==> config.mk <==
export PLATFORM = sky130hd
export DESIGN_NAME = sdrt_ram
export DESIGN_NICKNAME = d
export VERILOG_FILES = /design/src/sdrt_ram.sv
export SDC_FILE = /design/constraint.sdc
export NUM_CORES = 1
export LEC_CHECK = 0
export ABC_AREA = 0
export BUFFER_PORTS_ARGS = -buffer_cell sky130_fd_sc_hd__clkbuf_2
export CORE_MARGIN = 8
export CORE_UTILIZATION = 60
export CTS_CLUSTER_SIZE = 24
export DETAILED_ROUTE_END_ITERATION = 8
export PLACE_DENSITY = 0.88
export SYNTH_ARGS = -nofsm -noshare
export SYNTH_HDL_FRONTEND = slang
export SYNTH_SLANG_ARGS = --single-unit
export TNS_END_PERCENT = 30
==> constraint.sdc <==
create_clock -name clk -period 2.01 [get_ports clk]
set_input_delay 0.1005 -clock clk [delete_from_list [all_inputs] [get_ports clk]]
set_output_delay 0.1005 -clock clk [all_outputs]
set_load 0.01 [all_outputs]
==> src/sdrt_ram.sv <==
`default_nettype none

module sdrt_ram #(
  parameter int WIDTH = 8,
  parameter int DEPTH = 16
) (
  input  wire logic                     clk,
  input  wire logic                     wr_en,
  input  wire logic [$clog2(DEPTH)-1:0] wr_addr,
  input  wire logic [WIDTH-1:0]         wr_data,
  input  wire logic                     rd_en,
  input  wire logic [$clog2(DEPTH)-1:0] rd_addr,
  output logic      [WIDTH-1:0]         rd_data
);

  logic [WIDTH-1:0] mem [DEPTH];

  // One write port and one registered read port.
  always_ff @(posedge clk) begin
    if (wr_en) begin
      mem[wr_addr] <= wr_data;
    end
    if (rd_en) begin
      rd_data <= mem[rd_addr];
    end
  end

endmodule

`default_nettype wire

Word level (Yosys, flattened, before mapping)
Memory sizes are Yosys's and may differ from the RTL's. A register that Yosys moved wholly into a read port is not among the register bits. Index checks and enable logic that the tools add are counted.

Register bits: 0. RAM bits: 128. Output and inout port bits: 8. Memories: 1.

Mux-type cells: 2.

Memory list: mem (words 16, width 8, read ports 1, clocked after Yosys merged registers in 1, wr ports 1, line 16) `logic [WIDTH-1:0] mem [DEPTH];`.

Operators with widths (number): 2-to-1 mux 1 bit (2).

Depth between registers and ports, before layout
Depth after elaboration: 2. Depth in mapped cells: 5.

Worst setup path after synthesis
Ideal clock, no wire load.

Path kind: input-to-reg. From: in wr_addr[2]. To: mem mem[0][0], enable pin. Setup time: 0.383 ns. Data arrival time: 1.210 ns. Data required time: 1.627 ns. Setup slack: 0.417 ns. Stages: 2. Path buffers: 0. Cell sequence: or3b_2 -> nor3_1.

RTL lines: from (decl) (line 9) `input wire logic [$clog2(DEPTH)-1:0] wr_addr,`; to (decl) (line 16).

No word-level cell before the write port.

==> results.json <==
{
  "reg2reg_depth": 3,
  "ys_seq_area_share_pct": 78.1,
  "cp-end-kind": "register",
  "dp_hpwl_mm": 6.21,
  "cts_buffer_depth": 2,
  "grt_pass1_vias": 2726,
  "r2r_setup_slack_ns": 0.49,
  "p_per_area_nw_per_um2": 1020,
  "critPathMaxFanout": 1,
  "num-fill-cells": 485,
  "clkPwrFrac_pct": 44.2,
  "pwr-share-comb_pct": 4.7,
  "post-route-period-util_pct": 75.6,
  "drv_slew": 0,
  "cts_max_level": 4,
  "diodes": 0,
  "cp.required_ns": 2.26,
  "syn-cell-area_um2": 5230,
  "drive_gt1_share_pct": 32.1,
  "intPower_uw": 4960,
  "die_area_um2": 12000,
  "ir_drop_mv": 0.731,
  "hold-worst-slack_ns": 0.0175,
  "maxCapViolCount": 0,
  "dieWidth_um": 109,
  "drt_iter0_drc": 273,
  "r2r-end": "rd_data[0]",
  "fin_skew_ns": 0.00804,
  "numCtsBuffers": 17,
  "root_buffer": "clkbuf_8",
  "final_common_cell": "edfxtp_1",
  "insertion_delay_ns": 0.51,
  "io_buffers": 26,
  "drt-total-wl_mm": 10.1,
  "rsz0062_at_grt": "no",
  "area.growth.synth_to_final_pct": 17.6,
  "syn_inst": 229,
  "hold_path.class": "in2reg",
  "cts_sinks": 136,
  "finalHoldViolCount": 0,
  "tritoncts": "built",
  "ys_ff_latch": 136,
  "swShare_pct": 21.2,
  "routedWlPerCell_um": 24.8,
  "vias": 2497,
  "viasPerCell": 6.14,
  "ff_latch_area_um2": 4080,
  "ys_warn_count": 0,
  "run_status": "complete, no violations",
  "slew_headroom_pct": 56.4,
  "first_pass_iters": 4,
  "min_period_ns": 1.52,
  "avgSynthCellArea_um2": 22.8,
  "final_cell_mix": "edfxtp_1 (136), clkbuf_2 (26), mux4_2 (18)",
  "p_leak_uw": 0.00210,
  "crit_path_start_kind": "register",
  "die_h_um": 109,
  "gp_congestion": 0.749,
  "synth.distinct_cells": 18,
  "row_count": 34,
  "critical_path_class": "reg2reg",
  "power_uw": 6290,
  "start_util_pct": 60.8,
  "tns_ns": 0,
  "drc": 0,
  "cp.arrival_ns": 1.77,
  "max_freq_mhz": 658,
  "multi_input_area_um2": 1060,
  "ant_nets": 0,
  "holdPathStages": 1,
  "syn_nets": 248,
  "ioPinCount": 27,
  "grt_pass1_wl_mm": 15.6,
  "nNetsFinal": 305,
  "reg2reg_from": "mem[5][0]",
  "grt_max_degree": 33,
  "clkTransAtPathRegs_ns": 0.06,
  "setup_violations": 0,
  "hold_start": "wr_data[7]",
  "track_usage_pct": 18.6,
  "switching_power_uw": 1330,
  "worst_pin_slew_ns": 0.651,
  "gr-total-overflow": 0,
  "antenna_found_initial": 0,
  "core_area_um2": 8590,
  "hold_end": "mem[9][7]",
  "pwr-share-seq_pct": 51.1
}
## worst max-delay path by stage
stage / from / to / slack [ns] / depth (start not counted)
2_1_floorplan: wr_addr[2] / mem[0][0] / 0.42 / 2
3_3_place_gp: rd_addr[0] / rd_data[0] / 0.32 / 5
3_5_place_dp: rd_addr[0] / rd_data[0] / 0.30 / 5
4_1_cts: mem[5][0] / rd_data[0] / 0.49 / 3
5_1_grt: mem[1][0] / rd_data[0] / 0.42 / 3
6_report: mem[5][0] / rd_data[0] / 0.49 / 3
## critical path, stage by stage, from the launching register on
cell and delay, ns:
edfxtp_1 0.39, mux4_1 0.56, a22oi_1 0.23, nand2_1 0.09
## synth_stat cells
cell             instances  area (µm²)
nor3_1                   4        20.0
mux4_1                  14         368
nor2_1                  13        48.8
or3b_2                   1        8.76
a22oi_1                 16         120
nor2b_1                  1        6.26
and2b_1                  1        7.51
buf_2                    3        15.0
buf_6                    3        33.8
nand2b_1                 2        12.5
nand3_1                  1        5.00
clkdlybuf4s25_2          3        30.0
nand3b_1                 2        15.0
buf_4                    1        7.51
and2_1                   1        6.26
edfxtp_1               136        4080
nand2_1                  9        33.8
mux4_2                  18         405
## cell type report
type | count | area share (%)
Sequential cell | 136 | 66.4
Timing Repair Buffer | 48 | 5.33
Tap cell | 108 | 2.20
Clock buffer | 17 | 6.74
Multi-Input combinational cell | 83 | 17.2
Clock inverter | 15 | 2.10
## cell families (layout without fill, tap and decap cells)
group,after synthesis,count (layout),synth area share [%]
and+or+nand+nor,35,35,3.14
DFF,136,136,78.1
AOI/OAI and AO/OA,16,16,2.30
buffers and inverters,10,80,1.65
muxes,32,32,14.8
## per-stage QoR
stage	instances	cell area [µm²]	util, %	setup WS, ns
2_1_floorplan	229	5230	-	0.417
3_3_place_gp	372	5570	64.9	0.316
3_5_place_dp	372	5570	64.9	0.298
4_1_cts	407	6150	71.5	0.488
5_1_grt	407	6150	71.5	0.421
6_report	407	6150	71.5	0.490
## routing by layer
layer | up-vias | share of wire, % | GRT usage [%]
li1 | 1096 | - | -
met1 | 1283 | 40 | 23.0
met3 | 13 | 6.5 | 5.57
met5 | - | 0 | 0
met4 | 0 | 1.9 | 8.68
met2 | 105 | 52 | 29.9
## repair_timing
action                                  CTS  global route
endpoints found under the setup margin    0             0
buffers inserted                          0             0
gates resized for setup                   0             0
endpoints found under the hold margin    25             0
hold buffers                              3             0
## power by group through the flow
stage	Clock [µW]	Combinational (µW)	Sequential, µW
after floorplan	0	161	3270
after global placement	0	281	3270
after detailed placement	0	292	3270
after CTS	2820	301	3220
after global routing	2930	324	3220
final	2780	299	3210
## flip-flops by register name (all words and copies together), names as in the netlist
register,flops
mem,128
rd_data,8
Note: power is estimated with default switching activity, not from simulation.
