**config.mk**
```make
export PLATFORM = sky130hd
export DESIGN_NAME = sdrt_date_unit
export DESIGN_NICKNAME = d
export VERILOG_FILES = /design/src/sdrt_pkg.sv /design/src/sdrt_date_unit.sv
export SDC_FILE = /design/constraint.sdc
export NUM_CORES = 1
export LEC_CHECK = 0
export ABC_CLOCK_PERIOD_IN_PS = 7800
export BUFFER_PORTS_ARGS = -buffer_cell sky130_fd_sc_hd__buf_2
export CORE_ASPECT_RATIO = 0.5
export CORE_MARGIN = 2
export CORE_UTILIZATION = 30
export DETAILED_ROUTE_END_ITERATION = 10
export HOLD_SLACK_MARGIN = 0.1
export PLACE_DENSITY_LB_ADDON = 0.3
export SYNTH_ARGS = -nofsm -noshare
export SYNTH_HDL_FRONTEND = slang
export SYNTH_SLANG_ARGS = --single-unit
```
**constraint.sdc**
```tcl
create_clock -name clk -period 7.8 [get_ports clk]
set_input_delay 1.17 -clock clk [delete_from_list [all_inputs] [get_ports clk]]
set_output_delay 1.17 -clock clk [all_outputs]
set_load 0.01 [all_outputs]
```
**src/sdrt_pkg.sv**
```systemverilog
`default_nettype none

package sdrt_pkg;

  // Table geometry.
  localparam int CAPACITY = 64;
  localparam int ID_BYTES = 8;
  localparam int CNT_W    = $clog2(CAPACITY + 1);
  localparam int ADDR_W   = $clog2(CAPACITY);

  // Field widths of the input and result transactions.
  localparam int ID_W     = 64;
  localparam int DAY_IN_W = 8;
  localparam int MON_IN_W = 8;
  localparam int YEAR_W   = 16;
  localparam int IDX_W    = 6;
  localparam int STATUS_W = 3;
  localparam int DAY_W    = 5;
  localparam int MON_W    = 4;
  localparam int CFG_W    = 7;
  localparam int DATE_W   = YEAR_W + MON_W + DAY_W;
  localparam int ENTRY_W  = DATE_W + ID_W;
  localparam int LIM_W    = (CNT_W > CFG_W) ? CNT_W : CFG_W;
  localparam int RIX_W    = (CNT_W > IDX_W) ? CNT_W : IDX_W;

  // Only the leading ID_BYTES bytes of an identifier are kept.
  localparam logic [ID_W-1:0] ID_MASK = {ID_W{1'b1}} << (8 * (8 - ID_BYTES));

  localparam logic [CFG_W-1:0] CFG_RESET = CFG_W'(64);

  // Operation selector carried in the input tuser.
  localparam logic MODE_INSERT = 1'b0;
  localparam logic MODE_READ   = 1'b1;

  // Calendar constants.
  localparam logic [MON_IN_W-1:0] MON_FEB = 8'd2;
  localparam logic [MON_IN_W-1:0] MON_APR = 8'd4;
  localparam logic [MON_IN_W-1:0] MON_JUN = 8'd6;
  localparam logic [MON_IN_W-1:0] MON_SEP = 8'd9;
  localparam logic [MON_IN_W-1:0] MON_NOV = 8'd11;
  localparam logic [MON_IN_W-1:0] MON_MAX = 8'd12;
  localparam logic [DAY_W-1:0] DAYS_LONG     = 5'd31;
  localparam logic [DAY_W-1:0] DAYS_SHORT    = 5'd30;
  localparam logic [DAY_W-1:0] DAYS_FEB_LEAP = 5'd29;
  localparam logic [DAY_W-1:0] DAYS_FEB      = 5'd28;
  // A year divisible by 100 is one divisible by 4 and 25; by 400, by 16 and 25.
  localparam logic [5:0] CENT_FACTOR = 6'd25;
  // The quotient of a year by 25 is the year times 2^22 / 25 rounded up, shifted down
  // by 22; the rounding error stays below one for every 16-bit year.
  localparam int CENT_SHIFT   = 22;
  localparam int CENT_RECIP_W = 18;
  localparam logic [CENT_RECIP_W-1:0] CENT_RECIP = 18'd167773;
  localparam int CENT_PROD_W  = YEAR_W + CENT_RECIP_W;
  localparam int CENT_Q_W     = CENT_PROD_W - CENT_SHIFT;

  typedef enum logic [STATUS_W-1:0] {
    STAT_OK       = 3'd0,
    STAT_BAD_DATE = 3'd1,
    STAT_DUP      = 3'd2,
    STAT_FULL     = 3'd3,
    STAT_RANGE    = 3'd4
  } status_t;

  typedef enum logic [2:0] {
    S_IDLE,
    S_DATE,
    S_SCAN,
    S_SHIFT,
    S_PUT,
    S_READ,
    S_READ_WAIT,
    S_DONE
  } state_t;

  // Result handed from the date checker to the controller.
  typedef struct packed {
    logic done;
    logic ok;
  } date_res_t;

endpackage

`default_nettype wire

```
**src/sdrt_date_unit.sv**
```systemverilog
`default_nettype none

module sdrt_date_unit
  import sdrt_pkg::*;
(
  input  wire logic                clk,
  input  wire logic                rst_n,
  input  wire logic                start,
  input  wire logic [DAY_IN_W-1:0] day,
  input  wire logic [MON_IN_W-1:0] month,
  input  wire logic [YEAR_W-1:0]   year,
  output date_res_t                res
);

  logic                 busy_r, busy_nxt;
  logic                 done_r, done_nxt;
  logic [YEAR_W-1:0]    year_r, year_nxt;
  logic [MON_IN_W-1:0]  mon_r, mon_nxt;
  logic [DAY_IN_W-1:0]  day_r, day_nxt;
  logic [CENT_Q_W-1:0]  quot_r, quot_nxt;
  logic                 div25, leap;
  logic [DAY_W-1:0]     last_day;

  always_ff @(posedge clk) begin
    if (!rst_n) begin
      busy_r <= 1'b0;
      done_r <= 1'b0;
    end else begin
      busy_r <= busy_nxt;
      done_r <= done_nxt;
    end
    year_r <= year_nxt;
    mon_r  <= mon_nxt;
    day_r  <= day_nxt;
    quot_r <= quot_nxt;
  end

  // Capture the date, then in the cycle after register the year's quotient by 25.
  always_comb begin
    busy_nxt = busy_r;
    done_nxt = 1'b0;
    year_nxt = year_r;
    mon_nxt  = mon_r;
    day_nxt  = day_r;
    quot_nxt = quot_r;
    if (start) begin
      busy_nxt = 1'b1;
      year_nxt = year;
      mon_nxt  = month;
      day_nxt  = day;
    end else if (busy_r) begin
      quot_nxt = CENT_Q_W'((CENT_PROD_W'(year_r) * CENT_PROD_W'(CENT_RECIP)) >> CENT_SHIFT);
      busy_nxt = 1'b0;
      done_nxt = 1'b1;
    end
  end

  // Gregorian leap rule and the length of the month.
  always_comb begin
    div25 = ((YEAR_W'(quot_r) * YEAR_W'(CENT_FACTOR)) == year_r);
    leap  = (year_r[1:0] == 2'b00) && (!div25 || (year_r[3:0] == 4'b0000));
    if (mon_r == MON_FEB) begin
      last_day = leap ? DAYS_FEB_LEAP : DAYS_FEB;
    end else if (mon_r == MON_APR || mon_r == MON_JUN || mon_r == MON_SEP ||
                 mon_r == MON_NOV) begin
      last_day = DAYS_SHORT;
    end else begin
      last_day = DAYS_LONG;
    end
    res.done = done_r;
    res.ok   = (mon_r != '0) && (mon_r <= MON_MAX) && (day_r != '0) &&
               (day_r <= DAY_IN_W'(last_day));
  end

endmodule

`default_nettype wire

```
# Word level (Yosys, flattened, before mapping)
# Cells that the tools add are included.
dict set report op_classes {
  n_mul 2
  order_cmp 2
  eq_ne 6
  n_mux 5
  n_bitwise 2
  n_reduce_logical 15
}
# op count
set ops {}
lappend ops {{multiplier 16 x 18 -> 34 bit (second input constant)} 1}
lappend ops {{== test 16 bit} 1}
lappend ops {{== test 8 x 3 -> 1 bit (second input constant)} 2}
lappend ops {{== test 8 x 4 -> 1 bit (second input constant)} 2}
lappend ops {{multiplier 12 x 5 -> 16 bit (second input constant)} 1}
lappend ops {{nonzero test 8 bit} 2}
lappend ops {{== test 8 x 2 -> 1 bit (second input constant)} 1}
lappend ops {{<= comparator 8 x 4 -> 1 bit (second input constant)} 1}
lappend ops {{<= comparator 8 x 5 -> 1 bit} 1}
lappend ops {{logical AND 1 bit} 4}
lappend ops {{zero test 4 bit} 1}
lappend ops {{logical OR 1 bit} 4}
lappend ops {{2-to-1 mux 1 bit} 4}
lappend ops {{zero test 2 bit} 1}
lappend ops {{2-to-1 mux 2 bit} 1}
lappend ops {{inverter 1 bit} 2}
lappend ops {{AND reduction 2 bit} 1}
lappend ops {{OR reduction 2 bit} 1}
lappend ops {{zero test 1 bit} 1}
dict set report totals {
  reg_bits 46
}

# Depth between registers and ports, before layout
# Gate-level depths: netlist (run 1).
dict set report logic_depth {
  ltp_word 9
  ltp_mapped 20
}

# Least setup slack after synthesis (run 1)
# OpenSTA, ideal clock, no wires.
dict set report synth_timing {
  path_type {flip-flop to flip-flop}
  startpoint {register year_r[11]}
  endpoint {register quot_r[11] (data pin)}
  t_arrival_ps 5610
  setup_slack_ps 1935
  stages_incl_launch_ff 19
  path_buffers 0
  period_less_slack_ps 5865
  cell_sequence {edfxtp_1 -> fa_1 -> inv_1 -> fa_1 -> inv_1 -> fa_1 -> fa_1 -> fa_1 -> inv_1 -> fa_1 -> inv_1 -> ha_1 -> and3_1 -> a221o_1 -> a21oi_2 -> o2111a_2 -> o21ai_2 -> a2111o_1 -> and3_1}
}
dict set report synth_via {
  elab_chain_cells 1
}
# element line_no
set synth_rtl {}
lappend synth_rtl {{from (decl)} sdrt_date_unit.sv:17} ;# logic [YEAR_W-1:0] year_r, year_nxt;
lappend synth_rtl {{from (signal assigned)} sdrt_date_unit.sv:32} ;# year_r <= year_nxt;
lappend synth_rtl {{multiplier 16 x 18 -> 34 bit} sdrt_date_unit.sv:52} ;# quot_nxt = CENT_Q_W'((CENT_PROD_W'(year_r) * CENT_PROD_W'(CENT_RECIP)) >> CENT_SHIFT);
lappend synth_rtl {{to (signal assigned)} sdrt_date_unit.sv:35} ;# quot_r <= quot_nxt;
lappend synth_rtl {{to (decl)} sdrt_date_unit.sv:20} ;# logic [CENT_Q_W-1:0] quot_r, quot_nxt;
# Every way passes these cells.
# A chain may end at the register's enable or synchronous reset.

# Worst setup path after layout (run 1)
dict set report layout_timing {
  startpoint {register year_r[11]}
  endpoint {register quot_r[5] (data pin)}
}
# The elaborated chain is that of the path after synthesis.

==> results of run 1 <==
## tightest hold or removal path, delay by kind of cell (launching register included)
| family | cells | cell delay, ns |
|---|---|---|
| buf+inv | 1 | 0.20 |
| flops | 1 | 0.30 |
| simple gates | 1 | 0.11 |
## worst min-delay path by stage
stage	end	slack, ns	depth (start not counted)
CTS	quot_r[6]	0.80	2
finish	quot_r[6]	0.80	2
global placement	quot_r[6]	0.78	2
floorplan	quot_r[0]	0.73	1
detailed placement	quot_r[6]	0.79	2
global route	quot_r[6]	0.82	2
## layer usage
layer,vias up,global-route usage,share of wire
met5,-,0,0
met4,0,0.0334,0.017
met3,13,0.0142,0.035
met2,94,0.228,0.47
met1,2616,0.194,0.48
li1,2509,-,-
## final cells by class
type | count | area [um2] | share of cell area
tap | 344 | 430 | 0.0502
sequential | 46 | 1360 | 0.159
clock inverter | 3 | 23.8 | 0.00277
clock buffer | 5 | 125 | 0.0146
timing repair buffer | 37 | 188 | 0.0219
inverter | 159 | 597 | 0.0695
multi-input combinational | 510 | 5860 | 0.682
## through the flow
| step | cells | cell area [um2] |
|---|---|---|
| 6_report | 1104 | 8580 |
| 3_3_place_gp | 1096 | 8430 |
| 5_1_grt | 1104 | 8580 |
| 2_1_floorplan | 721 | 7840 |
| 4_1_cts | 1104 | 8580 |
| 3_5_place_dp | 1096 | 8430 |
## cell families after synthesis
logic type,after synthesis
adders and majority gates,285
buffers and inverters,165
AOI/OAI and AO/OA,99
and+or+nand+nor,91
DFF,46
xor gates and xnor gates,34
muxes,1
## state kept, by name (all words and copies together) (netlist names)
name    cells
quot_r     12
done_r      1
mon_r       8
year_r     16
busy_r      1
day_r       8
## layout by cell type, fill, tap and decap left out, types with 5 or more instances in the layout
master | synthesis | routed
a21o_1 | 13 | 13
a21oi_1 | 27 | 27
buf_2 | 0 | 36
clkbuf_16 | 0 | 5
edfxtp_1 | 44 | 44
fa_1 | 108 | 108
ha_1 | 177 | 177
inv_1 | 159 | 159
nand2_1 | 16 | 16
nand2b_1 | 6 | 6
nand3_1 | 11 | 11
nand4_1 | 8 | 8
nor2_1 | 16 | 16
o21a_1 | 6 | 6
o21ai_0 | 11 | 11
xnor2_1 | 25 | 25
xor2_1 | 9 | 9
==> summary.txt, run 1 <==
Worst hold path
  • Worst Hold Class: reg2reg
  • Worst hold start: busy_r

Global route
  • Global route overflow: 0
  • Number of global-route vias before repair: roughly 5,400
  • Initial antenna violation count: 0
  • Total global-route track usage: 0.138
  • First-pass GRT wire length: 29.2 mm
  • Largest net degree at the start of global routing: 35

Logic synthesis
  • Post-Syn Area per Cell: roughly 11 um2
  • Largest family of logic cells by synthesized area: adder cells
  • Sequential element share of the synthesized area: 0.174
  • Netlist cell types: 57
  • Ys async rst share: 0
  • Post-synth EDFFs: 44
  • Simple-gate share of the synthesized area: 0.0633
  • Net Count, Synth: 1,041
  • Synthesized cell area: between 7000 and 8000 um2
  • Top cells by count, synth: 177 x ha_1, 159 x inv_1, 108 x fa_1
  • Biggest area consumer among synthesized cells: ha_1
  • Top-count cell post-synth: ha_1
  • Cells after synthesis: 721
  • Area contributors post-synth: ha_1 28%, fa_1 28%, edfxtp_1 17%
  • Post-synthesis mux area share: 0.00128
  • Synthesis-stage register bit count: between 40 and 50
  • Adder-cell share of the synthesized area: 0.558
  • Synth Area in Compound Gates: 0.0862
  • Synth top area share: 0.282
  • Top FF cell, synth: edfxtp_1
  • Synthesis Warnings: 0
  • Post-synthesis xor/xnor area fraction: 0.0380

STA
  • Slew margin rel.: 0.487
  • Minimum clock period: 6.34 ns
  • Worst Tran Pin Value: between 0.7 and 0.8 ns
  • Part of the cycle the worst path needs: 0.813
  • Count of pins over their slew limit: 0
  • Final setup viols: 0
  • Endpoints failing hold: 0
  • Setup TNS: 0 ns
  • Setup Skew: 0.00685 ns
  • Fmax: approximately 0.16 GHz
  • RSZ-0062 raised after global routing: false
  • Post-route worst setup slack: 1.46 ns
  • WHS: roughly 0.8 ns

Outcome
  • Outcome: completed

Place
  • PortBufs: 36
  • Post-DP HPWL: between 15 and 20 mm
  • GP Congestion: between 0.9 and 1
  • DP Worst Slack: 1.59 ns

Critical path
  • Crit end category: register
  • Worst setup path start: year_r[11]
  • Stages on worst setup path: 18
  • Worst path required time: 7.85 ns
  • Reg2Reg Setup Slack: around 1.5 ns
  • R2r endpoint: quot_r[5]
  • Crit path cell chain: fa_1 > inv_1 > fa_1 > inv_1 > fa_1 > fa_1 > fa_1 > inv_1 > fa_1 > inv_1 > ha_1 > and4_1 > nand3_1 > a2111oi_0 > o311a_1 > nor3_1 > o21bai_1 > xor2_1
  • CP arrival: between 6 and 7 ns
  • CP most frequent cell: fa_1
  • Worst reg-to-reg path cell count: 18
  • Critical-path top delay cell: fa_1
  • CP delay by family, top: adder cells
  • CP bufs+invs: 4
  • Crit path capture: quot_r[5]
  • Critical path launch point type: register
  • Critical Path Fanout Max: 8
  • Kind of critical path: reg2reg
  • FF-to-FF Start: year_r[11]
  • Crit path largest cell delay: about 0.64 ns

CTS
  • CTS root buffer: clkbuf_16
  • CTS buffer count: 5
  • # Post-CTS Setup Buffers: 0
  • Insertion delay to the later sink of the worst-skew pair: 0.31 ns
  • CTS tree: done
  • H-tree levels: 2
  • Clock buffer depth: 2
  • Sink Count: 46
  • CTS Hold Buffers Added: 0
  • Worst-path clk slew: roughly 0.070 ns
  • Post-cts sizing count: 0

Drt
  • Routed WL per cell: ~17 um
  • DRC Markers: 0
  • WL final: around 18 mm
  • Via count: 5,232
  • DR vias/cell: 4.74
  • Drt initial violations: 343
  • Number of routed nets with antenna violations: 0
  • DRT Pass-1 Iters: 4

Final layout
  • Post-layout util: 0.337
  • Fraction of layout cells with a size suffix above 1: 0.0737
  • Fin nets: 1,079
  • Fillcell total: 2,585
  • # diodes: 0
  • Layout area overhead: 9.45%

Floorplan
  • Row count: 41
  • CORE AREA: 25,400 um2
  • Die area: 27,500 um2
  • Initial Util: 0.308
  • Die H: 118 um
  • Io pins: 37
  • Die width: 233 um

Job
  • Max-Cap Viols: 0
Power of run 1 is left out: the tool's default activity adds up to more than one toggle a clock period on the data nets, which glitch-free logic cannot reach.
==> run 2: changes to the inputs <==
--- a/config.mk
+++ b/config.mk
@@ -5,7 +5,8 @@
 export SDC_FILE = /design/constraint.sdc
 export NUM_CORES = 1
 export LEC_CHECK = 0
-export ABC_CLOCK_PERIOD_IN_PS = 7800
+export ABC_AREA = 1
+export ABC_CLOCK_PERIOD_IN_PS = 6350
 export BUFFER_PORTS_ARGS = -buffer_cell sky130_fd_sc_hd__buf_2
 export CORE_ASPECT_RATIO = 0.5
 export CORE_MARGIN = 2
==> constraint.sdc (replaced) <==
create_clock -name clk -period 6.35 [get_ports clk]
set_input_delay 0.9525 -clock clk [delete_from_list [all_inputs] [get_ports clk]]
set_output_delay 0.9525 -clock clk [all_outputs]
set_load 0.01 [all_outputs]
==> run 2 against run 1 <==
- via count rose by 18%
- highest routed layer unchanged
- non-clock buffer count up 3
- maximum frequency grew 12%
- first-iteration DRC count up 23%
- sequential cell count unchanged
==> summary.txt, run 2 <==
Floorplan
  • Initial Util: 0.304
  • Die width: 240 um
  • Die area: 29,300 um2
  • Io pins: 37
  • CORE AREA: 27,500 um2
  • Die H: between 100 and 150 um
  • Row count: 43

STA
  • Final setup viols: 0
  • Endpoints failing hold: 0
  • Setup TNS: 0 ns
  • Part of the cycle the worst path needs: 0.889
  • Minimum clock period: 5.65 ns
  • RSZ-0062 raised after global routing: false
  • Worst Tran Pin Value: 0.662 ns
  • Setup Skew: 0.0136 ns
  • Count of pins over their slew limit: 0
  • Fmax: approximately 0.18 GHz
  • Post-route worst setup slack: 0.702 ns
  • Slew margin rel.: 0.559

CTS
  • Insertion delay to the later sink of the worst-skew pair: 0.32 ns
  • CTS Hold Buffers Added: 0
  • Clock buffer depth: 2
  • CTS buffer count: 5
  • Post-cts sizing count: 0
  • Sink Count: 46
  • Worst-path clk slew: 0.08 ns
  • H-tree levels: 2
  • # Post-CTS Setup Buffers: 0
  • CTS tree: done
  • CTS root buffer: clkbuf_16

Job
  • Max-Cap Viols: 0

Final layout
  • Commonest non-fill, non-tap cell in the layout: inv_1
  • Most frequent cells in the layout: 218 x inv_1, 177 x ha_1, 156 x nand2_1
  • Register with the most flip-flops: year_r
  • Layout area overhead: 9.91%
  • Largest register FFs: 16
  • Fin nets: 1,295
  • Fraction of layout cells with a size suffix above 1: 0.0605
  • # diodes: 0
  • Largest regs: year_r x16, quot_r x12

Logic synthesis
  • Top-count cell post-synth: inv_1
  • Net Count, Synth: 1,249
  • Top FF cell, synth: edfxtp_1
  • Netlist cell types: 34
  • Synthesis-stage register bit count: 46
  • Synthesized cell area: ~8400 um2
  • Post-Syn Area per Cell: 9.01 um2
  • Sequential element share of the synthesized area: 0.163
  • Cells after synthesis: 929
  • Synth top area share: 0.265
  • Post-synth EDFFs: 44
  • Top cells by count, synth: 218 x inv_1, 177 x ha_1, 156 x nand2_1
  • Area contributors post-synth: ha_1 26%, fa_1 26%, edfxtp_1 16%
  • Synthesis Warnings: 0
  • Biggest area consumer among synthesized cells: ha_1
  • Ys async rst share: 0

Worst hold path
  • Worst Hold Class: reg2reg
  • Worst hold start: busy_r
  • Worst Hold End: done_r
  • WHS Path Cells: 2

Drt
  • DR vias/cell: 4.55
  • DRC Markers: 0
  • DRT Pass-1 Iters: 5
  • WL final: 22.2 mm
  • Routed WL per cell: 16.3 um
  • Via count: 6,182
  • Number of routed nets with antenna violations: 0
  • Drt initial violations: 421

Critical path
  • Kind of critical path: reg2reg
  • R2r endpoint: quot_r[9]
  • CP bufs+invs: 5
  • Crit path cell chain: fa_1 > inv_1 > fa_1 > inv_1 > fa_1 > fa_1 > fa_1 > inv_1 > fa_1 > inv_1 > ha_1 > nand2_1 > nor2_1 > inv_1 > o21ai_0 > a31oi_1 > nand3_1 > nand2_1
  • Critical-path top delay cell: fa_1
  • CP arrival: 5.73 ns
  • CP most frequent cell: fa_1
  • Critical Path Fanout Max: 8
  • Crit end category: register
  • Worst reg-to-reg path cell count: 18
  • Worst path required time: 6.43 ns
  • FF-to-FF Start: year_r[11]
  • Crit path largest cell delay: 0.65 ns
  • Critical path launch point type: register
  • CP delay by family, top: adder cells
  • Reg2Reg Setup Slack: between 0.7 and 0.8 ns

Global route
  • First-pass GRT wire length: 35.6 mm
  • Global route overflow: 0
  • Number of global-route vias before repair: about 6,400
  • Total global-route track usage: 0.163
  • Largest net degree at the start of global routing: 36
  • Initial antenna violation count: 0

Outcome
  • Outcome: completed

Place
  • PortBufs: 36
  • DP Worst Slack: 0.774 ns
  • Post-DP HPWL: 20.0 mm
  • GP Congestion: 0.905
==> run 2: cell types whose count changed in the layout (fill, tap and decap cells not counted), sizes merged, moves of 15 or more <==
cell	before	now
nand2	16	159
nand3	11	35
inv	160	220
xnor2	25	10
nor2	16	56
a21oi	28	45
==> run 2: cell families after synthesis <==
kind of cell             count (synthesis)  share of synthesized area
AND/OR/NAND/NOR                        272                      0.136
flip-flops                              46                      0.163
adder cells (fa/ha/maj)                285                      0.523
AO/OA/AOI/OAI                           87                     0.0591
buffers and inverters                  220                     0.0991
XOR/XNOR                                19                     0.0199
==> run 2: worst reg2reg max path: stages, from the launching register on <==
cell and delay, ns:
edfxtp_1 0.60, fa_1 0.65, inv_1 0.07, fa_1 0.48
inv_1 0.06, fa_1 0.50, fa_1 0.52, fa_1 0.55
inv_1 0.06, fa_1 0.54, inv_1 0.04, ha_1 0.35
nand2_1 0.12, nor2_1 0.16, inv_1 0.07, o21ai_0 0.34
a31oi_1 0.16, nand3_1 0.11, nand2_1 0.05
==> run 2: worst max-delay path by stage <==
stage / start / end / cells after the start
after floorplan: year_r[11] / quot_r[9] / 18
after global placement: year_r[11] / quot_r[9] / 18
after detailed placement: year_r[11] / quot_r[9] / 18
after CTS: year_r[11] / quot_r[9] / 18
after global routing: year_r[11] / quot_r[9] / 18
final: year_r[11] / quot_r[9] / 18
==> run 2: metal layers <==
metal,GRT usage,vias up,share of wire
li1,-,3052,-
met3,0.0292,7,0.053
met5,0,-,0
met1,0.237,2991,0.50
met4,0.0210,0,0.0055
met2,0.258,132,0.44
==> run 2: through the flow <==
stage / cells / hold WS (ns) / util / cell area [um2]
finish: 1358 / 0.452 / 0.334 / 9200
CTS: 1358 / 0.456 / 0.334 / 9200
detailed placement: 1350 / 0.446 / 0.328 / 9050
global route: 1358 / 0.479 / 0.334 / 9200
global placement: 1350 / 0.437 / 0.328 / 9050
floorplan: 929 / 0.421 / - / 8370
==> run 2: cell type report <==
class | count | area [um2]
Clock buffer | 5 | 125
Clock inverter | 3 | 23.8
Fill cell | 2908 | 18400
Inverter | 219 | 822
Multi-Input combinational cell | 663 | 6180
Sequential cell | 46 | 1360
Tap cell | 382 | 478
Timing Repair Buffer | 40 | 210
Power of run 2 is left out for the same reason.
==> run 3: changes to the inputs <==
--- a/config.mk
+++ b/config.mk
@@ -5,11 +5,9 @@
 export SDC_FILE = /design/constraint.sdc
 export NUM_CORES = 1
 export LEC_CHECK = 0
-export ABC_AREA = 1
 export ABC_CLOCK_PERIOD_IN_PS = 6350
 export BUFFER_PORTS_ARGS = -buffer_cell sky130_fd_sc_hd__buf_2
 export CORE_ASPECT_RATIO = 0.5
-export CORE_MARGIN = 2
 export CORE_UTILIZATION = 30
 export DETAILED_ROUTE_END_ITERATION = 10
 export HOLD_SLACK_MARGIN = 0.1
==> run 3 against run 2 <==
- wire length fell by 18%
- cell count is 18% lower
- core utilization up 0.73 points
- worst hold slack better by 0.34 ns
- final area is 5.6% lower
- global-route usage is 2.0 points lower
- sequential cell count unchanged
- register-to-register slack got worse by 0.38 ns
- highest routed layer unchanged
- non-clock buffer count up 10
- critical path type unchanged
==> summary.txt, run 3 (synthesis gave the netlist of run 1 again) <==
Final layout
  • Fin nets: between 1,000 and 1,500
  • Most frequent cells in the layout: 177 x ha_1, 159 x inv_1, 108 x fa_1
  • Commonest non-fill, non-tap cell in the layout: ha_1
  • Area occupied by multi-input gates: 5860 um2
  • Largest regs: year_r x16, quot_r x12
  • # diodes: 0
  • Register area: 1360 um2
  • Layout area overhead: 10.7%
  • Post-layout util: 0.341
  • Cell area after layout: 8680 um2
  • Fraction of layout cells with a size suffix above 1: 0.0893
  • Fillcell total: 2,588
  • Largest register FFs: 16
  • Register with the most flip-flops: year_r

Place
  • GP Congestion: 0.878
  • Post-DP HPWL: between 15 and 20 mm
  • Placed inst area: 8530 um2
  • PortBufs: 36
  • DP Worst Slack: 0.304 ns

Floorplan
  • Row count: 41
  • CORE AREA: 25,400 um2
  • Die H: approximately 120 um
  • Die width: between 200 and 250 um
  • Io pins: 37
  • Initial Util: 0.308
  • Die area: 26,800 um2

Outcome
  • Outcome: completed

CTS
  • Post-cts sizing count: 0
  • # Post-CTS Setup Buffers: 0
  • Worst-path clk slew: 0.08 ns
  • H-tree levels: 2
  • CTS buffer count: 5
  • CTS Hold Buffers Added: 0
  • Insertion delay to the later sink of the worst-skew pair: 0.30 ns
  • CTS root buffer: clkbuf_16
  • CTS tree: done
  • Sink Count: 46
  • Clock buffer depth: 2

Global route
  • GRT met1 Usage: 0.199
  • Total global-route track usage: 0.143
  • Grt met2 use: 0.246
  • Most Used Layer, Global Route: met2
  • Met3 GRT Util: 0.0149
  • First-pass GRT wire length: 29.2 mm
  • Global route overflow: 0
  • Largest net degree at the start of global routing: 35
  • Initial antenna violation count: 0
  • Number of global-route vias before repair: 5,439

Drt
  • Drt initial violations: roughly 320
  • DRT Pass-1 Iters: 4
  • WL final: ~18 mm
  • Via count: 5,220
  • Routed WL per cell: 16.3 um
  • DR vias/cell: 4.67
  • DRC Markers: 0
  • Number of routed nets with antenna violations: 0

STA
  • Worst Tran Pin Value: 0.801 ns
  • Fmax: 0.166 GHz
  • Minimum clock period: 6.03 ns
  • Count of pins over their slew limit: 0
  • RSZ-0062 raised after global routing: false
  • Endpoints failing hold: 0
  • Final setup viols: 0
  • Setup Skew: about 0.0073 ns
  • Part of the cycle the worst path needs: 0.950
  • Setup TNS: 0 ns
  • Slew margin rel.: 0.466
  • Post-route worst setup slack: 0.319 ns

Job
  • Max-Cap Viols: 0

Critical path
  • CP arrival: about 6.1 ns
  • Crit end category: register
  • Kind of critical path: reg2reg
  • Critical Path Fanout Max: 5
  • Worst path required time: ~6.4 ns
  • Critical path launch point type: register

Worst hold path
  • Worst Hold Class: reg2reg
[run 3: cell types whose count changed in the layout (fill, tap and decap cells not counted), sizes merged, moves of 5 or more]
cell	before	now
nand3	35	11
nor2	56	16
a21oi	45	28
inv	220	160
nand2b	0	6
o21a	1	6
nand2	159	16
xnor2	10	25
buf	40	50
a21o	5	14
[run 3: critical path, cell delays in order (launching register included)]
cell,delay [ns]
edfxtp_1,0.44
buf_4,0.22
ha_1,0.46
inv_1,0.11
fa_1,0.55
fa_1,0.53
fa_1,0.54
inv_1,0.05
fa_1,0.53
fa_1,0.44
ha_1,0.32
a21o_1,0.17
a221o_1,0.33
a21oi_2,0.21
o2111a_2,0.23
o21ai_2,0.09
a2111o_1,0.42
and3_1,0.16
[run 3: path summary, 6_finish.rpt]
check | start | to | slack (ns) | cells after the start
max reg2reg | year_r[10] | quot_r[11] | 0.32 | 17
max | year_r[10] | quot_r[11] | 0.32 | 17
min | busy_r | quot_r[1] | 0.79 | 2
min reg2reg | busy_r | quot_r[1] | 0.79 | 2
[run 3: area by class of cell]
class,count,share of cell area
inverters,159,0.0688
clock inverters,3,0.00274
multi-input cells,510,0.675
clock buffers,5,0.0144
repair buffers,50,0.0329
flip-flops and latches,46,0.157
well taps,344,0.0496
[run 3: stage by stage]
stage               cells  hold WS [ns]
detailed placement   1109         0.786
CTS                  1117         0.795
global placement     1109         0.778
finish               1117         0.793
global route         1117         0.808
floorplan             721         0.735
[run 3: layer usage]
layer | part of all wire | vias to the layer above
li1 | - | 2543
met1 | 0.48 | 2581
met2 | 0.48 | 87
met3 | 0.033 | 9
met4 | 0.0065 | 0
met5 | 0 | -
Power of run 3 is left out for the same reason.
